<file path="src/hdl/brs_pkg.sv">
// Package for the branch resolution unit: command codes, target selects,
// address constants and the stage records passed down the pipeline.
// No dependencies.
package brs_pkg;

    // Branch and jump command codes
    typedef enum logic [4:0] {
        CMD_BEQ     = 5'd0,
        CMD_BNE     = 5'd1,
        CMD_BEQL    = 5'd2,
        CMD_BNEL    = 5'd3,
        CMD_BGEZ    = 5'd4,
        CMD_BGTZ    = 5'd5,
        CMD_BLEZ    = 5'd6,
        CMD_BLTZ    = 5'd7,
        CMD_BGEZL   = 5'd8,
        CMD_BGTZL   = 5'd9,
        CMD_BLEZL   = 5'd10,
        CMD_BLTZL   = 5'd11,
        CMD_BGEZAL  = 5'd12,
        CMD_BLTZAL  = 5'd13,
        CMD_BGEZALL = 5'd14,
        CMD_BLTZALL = 5'd15,
        CMD_J       = 5'd16,
        CMD_JAL     = 5'd17,
        CMD_JR      = 5'd18,
        CMD_JALR    = 5'd19
    } cmd_t;

    // Source of the next program counter
    typedef enum logic [1:0] {
        SEL_FALL   = 2'd0,
        SEL_BRANCH = 2'd1,
        SEL_JUMP   = 2'd2,
        SEL_REG    = 2'd3
    } next_sel_t;

    localparam logic [31:0] SEGMENT_MASK = 32'hf000_0000;
    localparam logic [4:0]  RETURN_REG   = 5'd31;
    localparam logic [31:0] WORD_BYTES   = 32'd4;

    // Decode stage record: operands captured, register compares done
    typedef struct packed {
        logic        valid;
        cmd_t        cmd;
        logic [31:0] slot;
        logic [15:0] offset;
        logic [25:0] jump_index;
        logic [31:0] rs_low;
        logic        eq;
        logic        neg;
        logic        zero;
        logic [4:0]  link_index;
    } s1_t;

    // Resolve stage record: condition settled, candidate addresses formed
    typedef struct packed {
        logic        valid;
        logic        taken;
        logic        run_slot;
        next_sel_t   sel;
        logic [31:0] fall;
        logic [31:0] btarget;
        logic [31:0] jtarget;
        logic [31:0] rtarget;
        logic        link_valid;
        logic [4:0]  link_target;
        logic        link_sext;
    } s2_t;

endpackage

</file>
<file path="src/hdl/brs_decode.sv">
// First pipeline stage: captures a transaction and runs the 64-bit
// register compares. Depends on brs_pkg.
module brs_decode (
    input  logic                clk,
    input  logic                rst_n,
    input  logic                start,
    input  logic [4:0]          command,
    input  logic [31:0]         slot_address,
    input  logic signed [15:0]  offset,
    input  logic [25:0]         jump_index,
    input  logic signed [63:0]  first_value,
    input  logic signed [63:0]  second_value,
    input  logic [4:0]          link_index,
    output brs_pkg::s1_t        s1
);

    brs_pkg::s1_t s1_reg;
    brs_pkg::s1_t s1_next;

    // Compare rs against rt and against zero
    always_comb
    begin
        s1_next.valid      = start;
        s1_next.cmd        = brs_pkg::cmd_t'(command);
        s1_next.slot       = slot_address;
        s1_next.offset     = offset;
        s1_next.jump_index = jump_index;
        s1_next.rs_low     = first_value[31:0];
        s1_next.eq         = (first_value == second_value);
        s1_next.neg        = first_value[63];
        s1_next.zero       = (first_value == 64'sd0);
        s1_next.link_index = link_index;
    end

    // Stage register; valid bit and payload clear together on reset
    always_ff @(posedge clk or negedge rst_n)
    begin
        if (!rst_n)
        begin
            s1_reg <= '0;
        end
        else
        begin
            s1_reg <= s1_next;
        end
    end

    assign s1 = s1_reg;

endmodule

</file>
<file path="src/hdl/brs_resolve.sv">
// Second pipeline stage: settles the branch condition, the delay-slot
// decision and the link write, and forms candidate addresses. Depends on brs_pkg.
module brs_resolve (
    input  logic         clk,
    input  logic         rst_n,
    input  brs_pkg::s1_t s1,
    output brs_pkg::s2_t s2
);

    brs_pkg::s2_t s2_reg;
    brs_pkg::s2_t s2_next;
    logic         taken;
    logic         likely;
    logic [31:0]  off_bytes;

    // Branch condition per command
    always_comb
    begin
        case (s1.cmd)
            brs_pkg::CMD_BEQ, brs_pkg::CMD_BEQL:
                taken = s1.eq;
            brs_pkg::CMD_BNE, brs_pkg::CMD_BNEL:
                taken = !s1.eq;
            brs_pkg::CMD_BGEZ, brs_pkg::CMD_BGEZL,
            brs_pkg::CMD_BGEZAL, brs_pkg::CMD_BGEZALL:
                taken = !s1.neg;
            brs_pkg::CMD_BGTZ, brs_pkg::CMD_BGTZL:
                taken = !s1.neg && !s1.zero;
            brs_pkg::CMD_BLEZ, brs_pkg::CMD_BLEZL:
                taken = s1.neg || s1.zero;
            brs_pkg::CMD_BLTZ, brs_pkg::CMD_BLTZL,
            brs_pkg::CMD_BLTZAL, brs_pkg::CMD_BLTZALL:
                taken = s1.neg;
            brs_pkg::CMD_J, brs_pkg::CMD_JAL,
            brs_pkg::CMD_JR, brs_pkg::CMD_JALR:
                taken = 1'b1;
            default:
                taken = 1'b0;
        endcase
    end

    assign likely = s1.cmd inside {brs_pkg::CMD_BEQL, brs_pkg::CMD_BNEL,
                                   brs_pkg::CMD_BGEZL, brs_pkg::CMD_BGTZL,
                                   brs_pkg::CMD_BLEZL, brs_pkg::CMD_BLTZL,
                                   brs_pkg::CMD_BGEZALL, brs_pkg::CMD_BLTZALL};

    // Word offset to bytes, sign extended
    assign off_bytes = {{14{s1.offset[15]}}, s1.offset, 2'b00};

    // Next-PC source and link write
    always_comb
    begin
        s2_next.valid       = s1.valid;
        s2_next.taken       = taken;
        s2_next.run_slot    = !(likely && !taken);
        s2_next.fall        = s1.slot + brs_pkg::WORD_BYTES;
        s2_next.btarget     = s1.slot + off_bytes;
        s2_next.jtarget     = (s1.slot & brs_pkg::SEGMENT_MASK)
                            | {4'b0000, s1.jump_index, 2'b00};
        s2_next.rtarget     = s1.rs_low;
        s2_next.link_valid  = 1'b0;
        s2_next.link_target = 5'd0;
        s2_next.link_sext   = 1'b0;
        case (s1.cmd)
            brs_pkg::CMD_BGEZAL, brs_pkg::CMD_BLTZAL,
            brs_pkg::CMD_BGEZALL, brs_pkg::CMD_BLTZALL:
            begin
                s2_next.sel         = taken ? brs_pkg::SEL_BRANCH : brs_pkg::SEL_FALL;
                s2_next.link_valid  = 1'b1;
                s2_next.link_target = brs_pkg::RETURN_REG;
                s2_next.link_sext   = 1'b1;
            end
            brs_pkg::CMD_J:
                s2_next.sel = brs_pkg::SEL_JUMP;
            brs_pkg::CMD_JAL:
            begin
                s2_next.sel         = brs_pkg::SEL_JUMP;
                s2_next.link_valid  = 1'b1;
                s2_next.link_target = brs_pkg::RETURN_REG;
            end
            brs_pkg::CMD_JR:
                s2_next.sel = brs_pkg::SEL_REG;
            brs_pkg::CMD_JALR:
            begin
                // link index zero acts as JR
                s2_next.sel         = brs_pkg::SEL_REG;
                s2_next.link_valid  = (s1.link_index != 5'd0);
                s2_next.link_target = s1.link_index;
            end
            default:
                // conditional branches; unused codes are never taken
                s2_next.sel = taken ? brs_pkg::SEL_BRANCH : brs_pkg::SEL_FALL;
        endcase
    end

    // Stage register; valid bit and payload clear together on reset
    always_ff @(posedge clk or negedge rst_n)
    begin
        if (!rst_n)
        begin
            s2_reg <= '0;
        end
        else
        begin
            s2_reg <= s2_next;
        end
    end

    assign s2 = s2_reg;

endmodule

</file>
<file path="src/hdl/brs_output.sv">
// Third pipeline stage: picks the next PC, forms the link value and
// registers the result with its strobe. Depends on brs_pkg.
module brs_output (
    input  logic         clk,
    input  logic         rst_n,
    input  brs_pkg::s2_t s2,
    output logic         done,
    output logic         taken,
    output logic [31:0]  next_address,
    output logic         run_slot,
    output logic         link_valid,
    output logic [4:0]   link_target,
    output logic [63:0]  link_value
);

    logic        done_reg;
    logic        taken_reg;
    logic [31:0] next_address_reg;
    logic [31:0] next_address_next;
    logic        run_slot_reg;
    logic        link_valid_reg;
    logic [4:0]  link_target_reg;
    logic [63:0] link_value_reg;
    logic [63:0] link_value_next;

    // Next-PC mux
    always_comb
    begin
        case (s2.sel)
            brs_pkg::SEL_BRANCH: next_address_next = s2.btarget;
            brs_pkg::SEL_JUMP:   next_address_next = s2.jtarget;
            brs_pkg::SEL_REG:    next_address_next = s2.rtarget;
            default:             next_address_next = s2.fall;
        endcase
    end

    // Link value: zero when no link, else sign or zero extended return address
    always_comb
    begin
        if (!s2.link_valid)
        begin
            link_value_next = 64'd0;
        end
        else if (s2.link_sext)
        begin
            link_value_next = {{32{s2.fall[31]}}, s2.fall};
        end
        else
        begin
            link_value_next = {32'd0, s2.fall};
        end
    end

    always_ff @(posedge clk or negedge rst_n)
    begin
        if (!rst_n)
        begin
            done_reg <= 1'b0;
        end
        else
        begin
            done_reg <= s2.valid;
        end
    end

    always_ff @(posedge clk)
    begin
        taken_reg        <= s2.taken;
        next_address_reg <= next_address_next;
        run_slot_reg     <= s2.run_slot;
        link_valid_reg   <= s2.link_valid;
        link_target_reg  <= s2.link_valid ? s2.link_target : 5'd0;
        link_value_reg   <= link_value_next;
    end

    assign done         = done_reg;
    assign taken        = taken_reg;
    assign next_address = next_address_reg;
    assign run_slot     = run_slot_reg;
    assign link_valid   = link_valid_reg;
    assign link_target  = link_target_reg;
    assign link_value   = link_value_reg;

endmodule

</file>
<file path="src/hdl/mips_branch_resolution_unit.sv">
// Branch and jump resolution unit for a 64-bit MIPS-style core.
// The decode, resolve and output registers lie in order between the accepting edge and the done strobe.
// Throughput: one transaction per cycle; busy is never asserted, the three
// register stages (decode/compare, resolve, output) advance every cycle.
// Reset: rst_n clears the decode and resolve stages and the done strobe at
// once; the result payload registers are not reset. Results are strobed on
// done for one cycle and cannot be held off.
module mips_branch_resolution_unit (
    input  logic               clk,
    input  logic               rst_n,
    input  logic               start,
    output logic               busy,
    input  logic [4:0]         command,
    input  logic [31:0]        slot_address,
    input  logic signed [15:0] offset,
    input  logic [25:0]        jump_index,
    input  logic signed [63:0] first_value,
    input  logic signed [63:0] second_value,
    input  logic [4:0]         link_index,
    output logic               done,
    output logic               taken,
    output logic [31:0]        next_address,
    output logic               run_slot,
    output logic               link_valid,
    output logic [4:0]         link_target,
    output logic [63:0]        link_value
);

    brs_pkg::s1_t s1;
    brs_pkg::s2_t s2;

    // Pipeline never stalls
    assign busy = 1'b0;

    brs_decode u_decode (
        .clk          (clk),
        .rst_n        (rst_n),
        .start        (start),
        .command      (command),
        .slot_address (slot_address),
        .offset       (offset),
        .jump_index   (jump_index),
        .first_value  (first_value),
        .second_value (second_value),
        .link_index   (link_index),
        .s1           (s1)
    );

    brs_resolve u_resolve (
        .clk   (clk),
        .rst_n (rst_n),
        .s1    (s1),
        .s2    (s2)
    );

    brs_output u_output (
        .clk          (clk),
        .rst_n        (rst_n),
        .s2           (s2),
        .done         (done),
        .taken        (taken),
        .next_address (next_address),
        .run_slot     (run_slot),
        .link_valid   (link_valid),
        .link_target  (link_target),
        .link_value   (link_value)
    );

`ifndef NO_ASSERTIONS
    // Every accepted transaction later produces a result on done
    a_start_done: assert property (@(posedge clk) disable iff (!rst_n)
        (start && !busy) |-> ##3 done)
        else $error("accepted transaction produced no result");

    // No result without a matching transaction
    a_done_start: assert property (@(posedge clk) disable iff (!rst_n)
        done |-> $past(start, 3))
        else $error("result strobe without a transaction");

    // A not-taken result falls through past the delay slot
    a_fall_through: assert property (@(posedge clk) disable iff (!rst_n)
        (done && !taken) |-> (next_address == $past(slot_address, 3) + 32'd4))
        else $error("not-taken result has wrong next address");

    // Without a link write the link fields are zero
    a_no_link: assert property (@(posedge clk) disable iff (!rst_n)
        (done && !link_valid) |-> (link_target == 5'd0 && link_value == 64'd0))
        else $error("link fields set without a link write");
`endif

endmodule

</file>
<file path="config.mk">
export PLATFORM = sky130hd
export DESIGN_NAME = mips_branch_resolution_unit
export DESIGN_NICKNAME = d
export VERILOG_FILES = /design/src/hdl/brs_pkg.sv /design/src/hdl/brs_decode.sv /design/src/hdl/brs_resolve.sv /design/src/hdl/brs_output.sv /design/src/hdl/mips_branch_resolution_unit.sv
export SDC_FILE = /design/constraint.sdc
export NUM_CORES = 1
export LEC_CHECK = 0
export BUFFER_PORTS_ARGS = -buffer_cell sky130_fd_sc_hd__buf_4
export CORE_UTILIZATION = 30
export CTS_BUF_LIST = sky130_fd_sc_hd__clkbuf_4 sky130_fd_sc_hd__clkbuf_8 sky130_fd_sc_hd__clkbuf_16
export DETAILED_ROUTE_END_ITERATION = 12
export GPL_TIMING_DRIVEN = 0
export PLACE_DENSITY = 0.59
export SYNTH_ARGS = -nofsm -noshare
export SYNTH_HDL_FRONTEND = slang
export SYNTH_SLANG_ARGS = --single-unit
</file>
<file path="constraint.sdc">
create_clock -name clk -period 6.7 [get_ports clk]
set_clock_uncertainty 0.15 [all_clocks]
set_input_delay 0.335 -clock clk [delete_from_list [all_inputs] [get_ports clk]]
set_output_delay 0.335 -clock clk [all_outputs]
set_load 0.01 [all_outputs]
</file>
* Word-level counts from Yosys, hierarchy flattened
Cells that the tools add are included.
** Cells by class
- $add $sub $neg :: 2
- Equal/unequal tests :: 23
- Muxes and demuxes :: 6
- Bitwise gates (word level) :: 1
- Reductions and logical operators :: 24
** Operator list (count)
- one-hot mux 32 bit (3 select lines) :: 1
- == test 64 bit :: 1
- zero test 64 bit :: 1
- == test 5 x 4 -> 1 bit (second input constant) :: 8
- adder 32 x 3 -> 32 bit (second input constant) :: 1
- adder 32 bit :: 1
- bitwise OR 32 x 28 -> 32 bit :: 1
- == test 5 x 3 -> 1 bit (second input constant) :: 4
- == test 5 bit (second input constant) :: 4
- OR reduction 4 bit :: 4
- one-hot mux 6 bit (2 select lines) :: 1
- OR reduction 2 bit :: 6
- == test 5 x 2 -> 1 bit (second input constant) :: 2
- nonzero test 8 bit :: 1
- one-hot mux 1 bit (7 select lines) :: 1
- == test 5 x 1 -> 1 bit (second input constant) :: 1
- zero test 1 bit :: 5
- zero test 5 bit :: 1
- nonzero test 5 bit :: 1
- OR reduction 5 bit :: 1
- == test 2 bit (second input constant) :: 2
- one-hot mux 2 bit (2 select lines) :: 1
- == test 2 x 1 -> 1 bit (second input constant) :: 1
- logical AND 1 bit :: 2
- other kinds (3) :: 4
** Word-level totals
- Flip-flop bits (word level) :: 334
- Bits of input ports :: 215
- Word-level logic and storage cells :: 85

* Depth between registers and ports, before layout
Gate-level depths: netlist of run 1.
- Word-level depth :: 6
- Gate-level depth with buffers :: 11
- Gate-level depth less buffers :: 11

* Modules after synthesis
Synthesis of run 1 repeated with hierarchy kept, for this count alone.
** Unflattened totals
- Cell total of the unflattened synthesis :: 891
- Area, all modules :: 12313.1 µm²
** By module, submodules not included
- brs_resolve :: instances 1, cells each 477, area each 5683.0 µm², sequential area each 3403.3 µm²
- brs_decode :: instances 1, cells each 226, area each 3832.4 µm², sequential area each 3002.9 µm²
- brs_output :: instances 1, cells each 186, area each 2786.4 µm², sequential area each 1486.4 µm²
- mips_branch_resolution_unit :: instances 1, cells each 2, area each 11.3 µm², sequential area each 0.0 µm²

* Worst setup path after synthesis of run 1
Ideal clock, no wire load.
- Kind :: register -> register
- Start point :: register u_decode.s1_reg (netlist bit u_decode.s1[81])
- End point :: register u_resolve.s2_reg (netlist bit u_resolve.s2[102])
- Arrival :: 2267 ps
- Data required time :: 6430 ps
- Path slack :: 4163 ps
- Cell stages (with the launch flop) :: 10
- Period minus slack after synthesis :: 2537 ps
- Cell sequence :: dfrtp_1 > ha_1 > buf_2 > a21o_1 > a21o_1 > a2111oi_0 > o21ai_0 > o21ai_1 > a31oi_1 > a31o_1
** RTL lines
- start, declared :: line brs_decode.sv:17 : brs_pkg::s1_t s1_reg;
- start signal, assigned :: line brs_decode.sv:44 : s1_reg <= s1_next;
- end signal, assigned :: line brs_resolve.sv:105 : s2_reg <= s2_next;
- end, declared :: line brs_resolve.sv:10 : brs_pkg::s2_t s2_reg;

==> results of run 1 <==
[power by group through the flow]
| stage | clock [mW] | sequential, mW | combinational, mW |
|---|---|---|---|
| floorplan | 0 | 2.24 | 0.250 |
| global placement | 0 | 2.25 | 0.569 |
| detailed placement | 0 | 2.25 | 0.578 |
| CTS | 2.17 | 2.21 | 0.640 |
| global route | 2.26 | 2.23 | 0.691 |
| finish | 2.11 | 2.21 | 0.634 |
[what timing repair did]
action	in CTS	in global routing
gates resized for setup	0	0
endpoints found under the hold margin	202	0
endpoints found under the setup margin	0	0
hold buffers	123	0
[worst max-delay path, stage by stage, from the launching register on]
cell and delay [ns]:
dfrtp_1 0.44, ha_1 0.25, inv_1 0.07, fa_1 0.40, nor2b_1 0.20, o2111ai_1 0.23, a31oi_1 0.42, nand2b_1 0.20
nand2_1 0.08, o21ai_1 0.37, a41oi_1 0.22, xnor2_1 0.16
[metal layers]
metal	vias to the layer above	part of all wire (%)
met4	0	4.0
met1	4109	43
met3	79	6.0
li1	4004	-
met2	348	47
met5	-	0
[final timing paths]
check | start | to | slack, ns | cells past startpoint
worst min-delay path | second_value[45] | u_decode.s1[7] | 0.1 | 5
max in group asynchronous | rst_n | u_decode.s1[112] | 4.89 | 4
worst max-delay path | u_decode.s1[84] | u_resolve.s2[99] | 3.38 | 11
min in group asynchronous | rst_n | u_resolve.s2[47] | 0.26 | 2
worst min register to register | u_decode.s1[55] | u_resolve.s2[56] | 0.19 | 0
worst max register to register | u_decode.s1[84] | u_resolve.s2[99] | 3.38 | 11
[area by class of cell]
class,count,area share [%]
well taps,525,3.68
inverters,15,0.315
diodes,3,0.0421
flip-flops and latches,330,44.2
multi-input cells,483,21.9
repair buffers,444,20.7
plain buffers,50,1.83
clock inverters,8,0.414
clock buffers,62,6.91
[stage by stage]
stage	setup slack (ns)	util, %	power (mW)
6_report	3.38	44.7	4.95
5_1_grt	3.11	44.7	5.17
4_1_cts	3.45	44.7	5.03
3_5_place_dp	3.50	38.3	2.83
3_3_place_gp	3.05	38.2	2.82
2_1_floorplan	4.16	-	2.49
[synth_stat cells (all sizes together) (6+ instances only)]
cell | instances | area share [%]
nand4 | 15 | 0.77
o21ai | 27 | 1.2
xor2 | 81 | 5.8
nor4 | 34 | 1.7
nand2 | 32 | 0.99
xnor2 | 38 | 2.7
o21bai | 6 | 0.37
dfxtp | 73 | 12
and2 | 39 | 2.0
a21o | 18 | 1.1
clkbuf | 10 | 0.31
buf | 40 | 2.4
a21oi | 26 | 1.1
nand3 | 16 | 0.66
and3 | 11 | 0.66
ha | 30 | 3.1
dfrtp | 257 | 53
inv | 15 | 0.46
a31oi | 7 | 0.41
nor2 | 29 | 0.89
mux4 | 30 | 5.5
[logic make-up after synthesis]
kind of cell             after synthesis  synth area share [%]
AO/OA/AOI/OAI                        108                  5.98
XOR/XNOR                             119                  8.55
adder cells (fa/ha/maj)               32                  3.33
buffers and inverters                 65                  3.14
flip-flops                           330                  64.8
multiplexers                          30                  5.54
other                                  1                0.0308
AND/OR/NAND/NOR                      193                  8.67
==> impl_metrics.toml, run 1 <==
[layout]
final_common_cell = "buf_4"
syn_to_final_growth_pct = 46.4
regArea_sq_um = 7890
num-nets-final = 1608
fillers = 3613
layout_common_cells = "351 x buf_4, 257 x dfrtp_1, 123 x dlygate4sd3_1, 81 x xor2_1, 73 x dfxtp_1"
drive_gt1_share_pct = 34.1
multi_input_area_sq_um = 3910
largest_reg_flops = 136
finalInstanceArea_sq_um = 17800
fin_cells = 1920

[floorplan]
rows = 73
dieArea_sq_um = 41400
dieWidth_microns = 204
die_h_microns = 204
ios = 321
fp.coreArea_sq_um = 39900
initial_core_util_pct = 30.5

[global_routing]
grt_antenna_before_repair = 4
met2_usage_pct = 29.4
grt_overflow = 0
grt.busiest_layer = "met2"
grtUsageTotal_pct = 17.8
first_global_vias = 9183
grt_max_degree = 90
grtUsageMet1_pct = 22.0
met3_usage_pct = 3.95
grt_first_pass_wirelength_microns = 54000

[synthesis]
synthDistinctLibCells = 58
ys_async_sr_fraction_pct = 77.9
synth_nets = 1124
synth_edf_count = 0
synth-seq-cells = 330
yosysWarnings = 0
synth.avg_cell_area_sq_um = 13.9
yosysSeqAreaShare_pct = 64.8
syn-cell-area_sq_um = 12200
synthFlopType = "dfrtp_1"
synth_cells = 878

[timing]
max_freq_ghz = 0.301
hold_violations = 0
slew_headroom_pct = 35.2
worst_slew_pin_slew_ns = 0.971
finalCriticalPeriod_ns = 3.32
finalHoldWorstSlack_ns = 0.0956
fin_setup_tns_ns = 0
fin_crit_sh_pct = 49.5
rsz0062_at_grt = "no"
drv_slew = 0
finalSetupViolCount = 0

[status]
status = "finished clean"

[cts]
cts.path.max_buffers = 3
clock_latency_ns = 0.53
cts_sinks = 330
clk_pin_slew_ns = 0.06
cts_setup_buffers = 0
htreeDepth = 2
cts_made_buffers = 38
tritoncts = "built"
root_buffer = "clkbuf_16"

[power_and_ir_drop]
ir_drop_mv = 0.155
sw_frac_of_total_pct = 23.8
p_switching_mw = 1.18
clkPwrFrac_pct = 42.6
internal_power_mw = 3.78
leakagePower_nw = 8.17
power_density_nw_per_um2 = 278
seq_power_share_pct = 44.6
p_comb_share_pct = 12.8

[placement]
place.detailed.hpwl_microns = 27000
place_area_sq_um = 15300
place_inst = 1724
globalplace.congestion = 0.940
io_buffers = 319

[route]
wl_per_cell_microns = 18.9
vias = 8540
drtIter0Drc = 380
antenna_left = 0
drtPass1Iterations = 4
wl_microns = 36300
vias_per_cell = 4.45
drcViolationCount = 0

[setup_path]
worstPathMaxFanout = 5
critPathLaunchType = "flop"
end_kind = "flop"
crit_type = "reg2reg"
arrival_ns = 3.56
cp_data_required_time_ns = 6.94

[run]
maxCapViolCount = 0

[min_path]
hold_class = "in2reg"
No activity file was read; power rests on OpenSTA's default activity.
==> inputs of run 2 (changes only) <==
- clock period: 6.7 -> 3.44 ns (I/O delays scaled with it)
==> impl_metrics.toml, run 2 (synthesis results as in run 1) <==
[layout]
fin_cells = 1930
fin_util_pct = 45.0
drive_gt1_share_pct = 34.0
largest_reg_flops = 136
syn_to_final_growth_pct = 47.4
layout_common_cells = "351 x buf_4, 257 x dfrtp_1, 133 x dlygate4sd3_1, 81 x xor2_1, 73 x dfxtp_1"
num-nets-final = 1618
fillers = 3596
final_common_cell = "buf_4"

[timing]
fin_crit_sh_pct = 90.7
finalCriticalPeriod_ns = 3.12
worst_slew_pin_slew_ns = 0.973
setup_slack_ns = 0.319
rsz0062_at_grt = "no"
finalSetupViolCount = 0
drv_slew = 0
max_freq_ghz = 0.320
slew_headroom_pct = 35.1
hold_violations = 0

[cts]
clock_latency_ns = 0.53
cts.path.max_buffers = 3
tritoncts = "built"
clk_pin_slew_ns = 0.06
cts_sinks = 330
cts_made_buffers = 38
root_buffer = "clkbuf_16"
htreeDepth = 2
cts_setup_buffers = 0

[global_routing]
first_global_vias = 9259
grt_first_pass_wirelength_microns = 54200
grt_antenna_before_repair = 4
grt_max_degree = 90
grtUsageTotal_pct = 17.8
grt_overflow = 0

[placement]
io_buffers = 319
pre_cts_ws_ns = 0.243
place.detailed.hpwl_microns = 27000
place_inst = 1724
globalplace.congestion = 0.940

[floorplan]
die_h_microns = 204
fp.coreArea_sq_um = 39900
dieWidth_microns = 204
initial_core_util_pct = 30.5
ios = 321
dieArea_sq_um = 41400
rows = 73

[power_and_ir_drop]
leakagePower_nw = 8.21
ir_drop_mv = 0.302
power_density_nw_per_um2 = 538

[route]
drtPass1Iterations = 4
wl_microns = 36400
drtIter0Drc = 336
wl_per_cell_microns = 18.9
antenna_left = 0
vias_per_cell = 4.42
vias = 8531
drcViolationCount = 0

[setup_path]
critPathMaxStageDelay_ns = 0.44
worstPathMaxFanout = 5
crit_path_start = "u_decode.s1[84]"
end_kind = "flop"
timing.critical_path.cells = "ha_1, inv_1, fa_1, nor2b_1, o2111ai_1, a31oi_2, nand2b_1, nand2_1, o21ai_2, a41oi_1, xnor2_1"
crit_type = "reg2reg"
r2r-start = "u_decode.s1[84]"
arrival_ns = 3.36
critPathLaunchType = "flop"
rrSetupSlack_ns = 0.32
cpMaxStageDelayCell = "dfrtp_1"
cp_data_required_time_ns = 3.68

[status]
status = "finished clean"

[min_path]
min-delay-start = "second_value[37]"
hold_class = "in2reg"

[run]
maxCapViolCount = 0
[run 2: path summary, 6_finish.rpt]
kind | depth (start not counted) | to
min | 5 | u_decode.s1[7]
min in group asynchronous | 2 | u_resolve.s2[47]
max | 11 | u_resolve.s2[99]
max reg2reg | 11 | u_resolve.s2[99]
min reg2reg | 0 | u_resolve.s2[56]
max in group asynchronous | 4 | u_decode.s1[112]
[run 2: area by class of cell]
cell class | instances | area, sq um | area share [%]
diodes | 3 | 7.51 | 0.0418
clock inverters | 8 | 73.8 | 0.411
flip-flops and latches | 330 | 7890 | 44.0
clock buffers | 62 | 1230 | 6.87
well taps | 525 | 657 | 3.66
repair buffers | 454 | 3790 | 21.1
multi-input cells | 483 | 3920 | 21.8
plain buffers | 50 | 327 | 1.82
inverters | 15 | 56.3 | 0.314
[run 2: critical path: cells and delay by family, from the launching register on]
family          cells  cell delay (ns)
flops               1             0.44
simple gates        3             0.47
xor+xnor            1             0.15
buf+inv             1             0.07
fa+ha+maj           2             0.65
compound gates      4             1.05
[run 2: what timing repair did]
action / 4_1_cts / 5_1_grt
gates resized for setup: 0 / 2
endpoints found under the hold margin: 203 / 0
setup endpoints to repair: 0 / 2
hold buffers: 133 / 0
[run 2: power breakdown]
group / internal (mW) / switching, mW
combinational: 0.660 / 0.585
clock: 2.54 / 1.57
sequential: 4.17 / 0.139
[run 2: per-layer routing]
layer | wire (microns) | GRT usage, % | share of wire (%) | up-vias
met4 | 1540 | 8.40 | 4.2 | 0
met3 | 2100 | 3.82 | 5.8 | 81
met1 | 15600 | 22.1 | 43 | 4103
li1 | - | - | - | 4017
met2 | 17100 | 29.5 | 47 | 330
met5 | 0 | 0 | 0 | -
[run 2: per-stage QoR]
step	cell area [sq um]	hold WS (ns)	total power, mW	TNS (ns)
detailed placement	15300	0.0556	5.51	0
finish	18000	0.0347	9.66	0
global placement	15200	0.132	5.48	-7.41
floorplan	12200	-0.274	4.85	0
CTS	17900	0.000136	9.80	0
global route	18000	0.0260	10.1	0
==> inputs of run 3 (changes only) <==
- ABC_AREA: default -> 1
- SYNTH_HIERARCHICAL: default -> 1
==> impl_metrics.toml, run 3 <==
[cts]
cts_sinks = 330
cts_made_buffers = 38
clk_pin_slew_ns = 0.06
htreeDepth = 2
tritoncts = "built"
cts_setup_buffers = 0
cts.path.max_buffers = 3
root_buffer = "clkbuf_16"
clock_latency_ns = 0.57

[synthesis]
ys_async_sr_fraction_pct = 77.9
synth.avg_cell_area_sq_um = 9.27
synth_cells = 1465
synthFlopType = "dfrtp_1"
yosysTopAreaCellShare_pct = 47.3
yosysWarnings = 6
yosys.area.top_type = "dfrtp_1"
yosysSeqAreaShare_pct = 58.1
synth-seq-cells = 330
syn-cell-area_sq_um = 13600
ys_top_cells_by_area = "dfrtp_1 47%, nand2_1 11%, dfxtp_1 11%"
synthDistinctLibCells = 29
yosys-top-cells-count = "409 x nand2_1, 257 x dfrtp_1, 178 x inv_1, 135 x nand3_1, 94 x nor2_1"
synth_edf_count = 0
synth_most_common_cell = "nand2_1"

[floorplan]
rows = 77
dieWidth_microns = 215
dieArea_sq_um = 46100
initial_core_util_pct = 30.6
ios = 321
die_h_microns = 215
fp.coreArea_sq_um = 44400

[setup_path]
r2r-end = "u_resolve/s2[101]"
crit_type = "in2reg"
arrival_ns = 3.67
path_buf_inv = 6
rr_worst_depth = 9
critPathLaunchType = "input pin"
rrSetupSlack_ns = 0.86
cp_data_required_time_ns = 3.78
end_kind = "flop"
r2r-start = "u_decode/s1[81]"
cpMaxStageDelayCell = "dlygate4sd3_1"
timing.critical_path.cells = "dlygate4sd3_1, buf_4, xnor2_1, dlygate4sd3_1, nand2_1, dlygate4sd3_1, nor2_1, dlygate4sd3_1, nand2_1, dlygate4sd3_1, nor2_1, nand2_1, nor2_1"
critPathMaxStageDelay_ns = 0.57
crit_path_start = "second_value[52]"
cpMostUsedCell = "dlygate4sd3_1"
worstPathMaxFanout = 1
path_delay_family = "buffers and inverters"

[placement]
place.detailed.hpwl_microns = 34200
pre_cts_ws_ns = 0.873
io_buffers = 319
place_area_sq_um = 16800
globalplace.congestion = 0.885

[route]
drtPass1Iterations = 5
wl_microns = 44500
vias = 11500
vias_per_cell = 4.41
wl_per_cell_microns = 17.1
antenna_left = 0
drcViolationCount = 0
drtIter0Drc = 631

[global_routing]
grt_first_pass_wirelength_microns = 68200
grtUsageTotal_pct = 19.4
grt_max_degree = 107
grt_overflow = 0
grt_antenna_before_repair = 1
first_global_vias = 11700

[power_and_ir_drop]
power_mw = 9.96
power_density_nw_per_um2 = 507
leakagePower_nw = 9.90
ir_drop_mv = 0.401

[timing]
finalSetupViolCount = 0
drv_slew = 0
fin_setup_tns_ns = 0
rsz0062_at_grt = "no"
max_freq_ghz = 0.301
worst_slew_pin_slew_ns = 0.909
slew_headroom_pct = 39.3
fin_crit_sh_pct = 96.7
finalCriticalPeriod_ns = 3.33
hold_violations = 0
setup_slack_ns = 0.112

[layout]
drive_gt1_share_pct = 23.4
largest_reg_flops = 136
layout_common_cells = "409 x nand2_1, 368 x buf_4, 257 x dfrtp_1, 178 x inv_1, 151 x dlygate4sd3_1"
syn_to_final_growth_pct = 44.6
num-nets-final = 2227
finalInstanceArea_sq_um = 19700
final_common_cell = "nand2_1"

[status]
status = "finished clean"

[min_path]
hold_class = "in2async"

[run]
maxCapViolCount = 0
-- run 3: area by class of cell --
class                           count  area, sq um
Sequential cell                   330         7890
Antenna cell                        1         2.50
Clock buffer                       48         1040
Inverter                          180          676
Tap cell                          592          741
Timing Repair Buffer              475         4010
Multi-Input combinational cell    893         4580
Fill cell                        4305        24800
Clock inverter                     22          272
Buffer                             63          440
-- run 3: worst max-delay path by stage --
stage | to | slack [ns] | cells past startpoint
6_report | u_decode/s1[7] | 0.11 | 13
4_1_cts | u_decode/s1[7] | 0.10 | 13
2_1_floorplan | u_resolve/s2[101] | 1.49 | 10
3_3_place_gp | u_resolve/s2[1] | -0.08 | 1
3_5_place_dp | u_resolve/s2[101] | 0.87 | 9
5_1_grt | u_decode/s1[7] | 0.02 | 13
-- run 3: stage by stage --
stage | utilization [%] | cells | hold WS, ns
after floorplan | - | 1466 | -0.274
after global placement | 37.7 | 2377 | 0.132
after detailed placement | 37.8 | 2379 | 0.0246
after CTS | 44.2 | 2604 | 0.0263
after global routing | 44.2 | 2604 | 0.0723
final | 44.2 | 2604 | 0.0234
-- run 3: worst register-to-register path: cells and delay by family (launching register included) --
family / cells / cell delay, ns
buffers and inverters: 1 / 0.05
DFF: 1 / 0.78
and+or+nand+nor: 5 / 0.55
adders and majority gates: 1 / 0.43
AOI/OAI and AO/OA: 2 / 0.50
-- run 3: where the power goes --
| part | internal (mW) | total, mW | switching, mW |
|---|---|---|---|
| Combinational | 0.677 | 1.45 | 0.770 |
| Sequential | 4.17 | 4.34 | 0.174 |
| Clock | 2.44 | 4.17 | 1.73 |
| Total | 7.29 | 9.96 | 2.68 |
-- run 3: what timing repair did --
action	in CTS	in global routing
hold endpoints to repair	332	0
hold buffers	155	0
gates resized for setup	0	4
endpoints found under the setup margin	0	2
-- run 3: per-layer routing --
layer / routed length [microns] / share of wire [%] / track usage (%)
met5: 0 / 0 / 0
met4: 976 / 2.2 / 5.64
met3: 2540 / 5.7 / 3.47
met2: 20400 / 46 / 31.3
met1: 20600 / 46 / 26.7
-- run 3: cells by family after synthesis --
family	after synthesis	share of synthesized area, %
XOR/XNOR	96	6.19
adder cells (fa/ha/maj)	31	2.91
other	2	0.0553
flip-flops	330	58.1
AND/OR/NAND/NOR	731	23.2
AO/OA/AOI/OAI	32	1.31
buffers and inverters	243	8.22
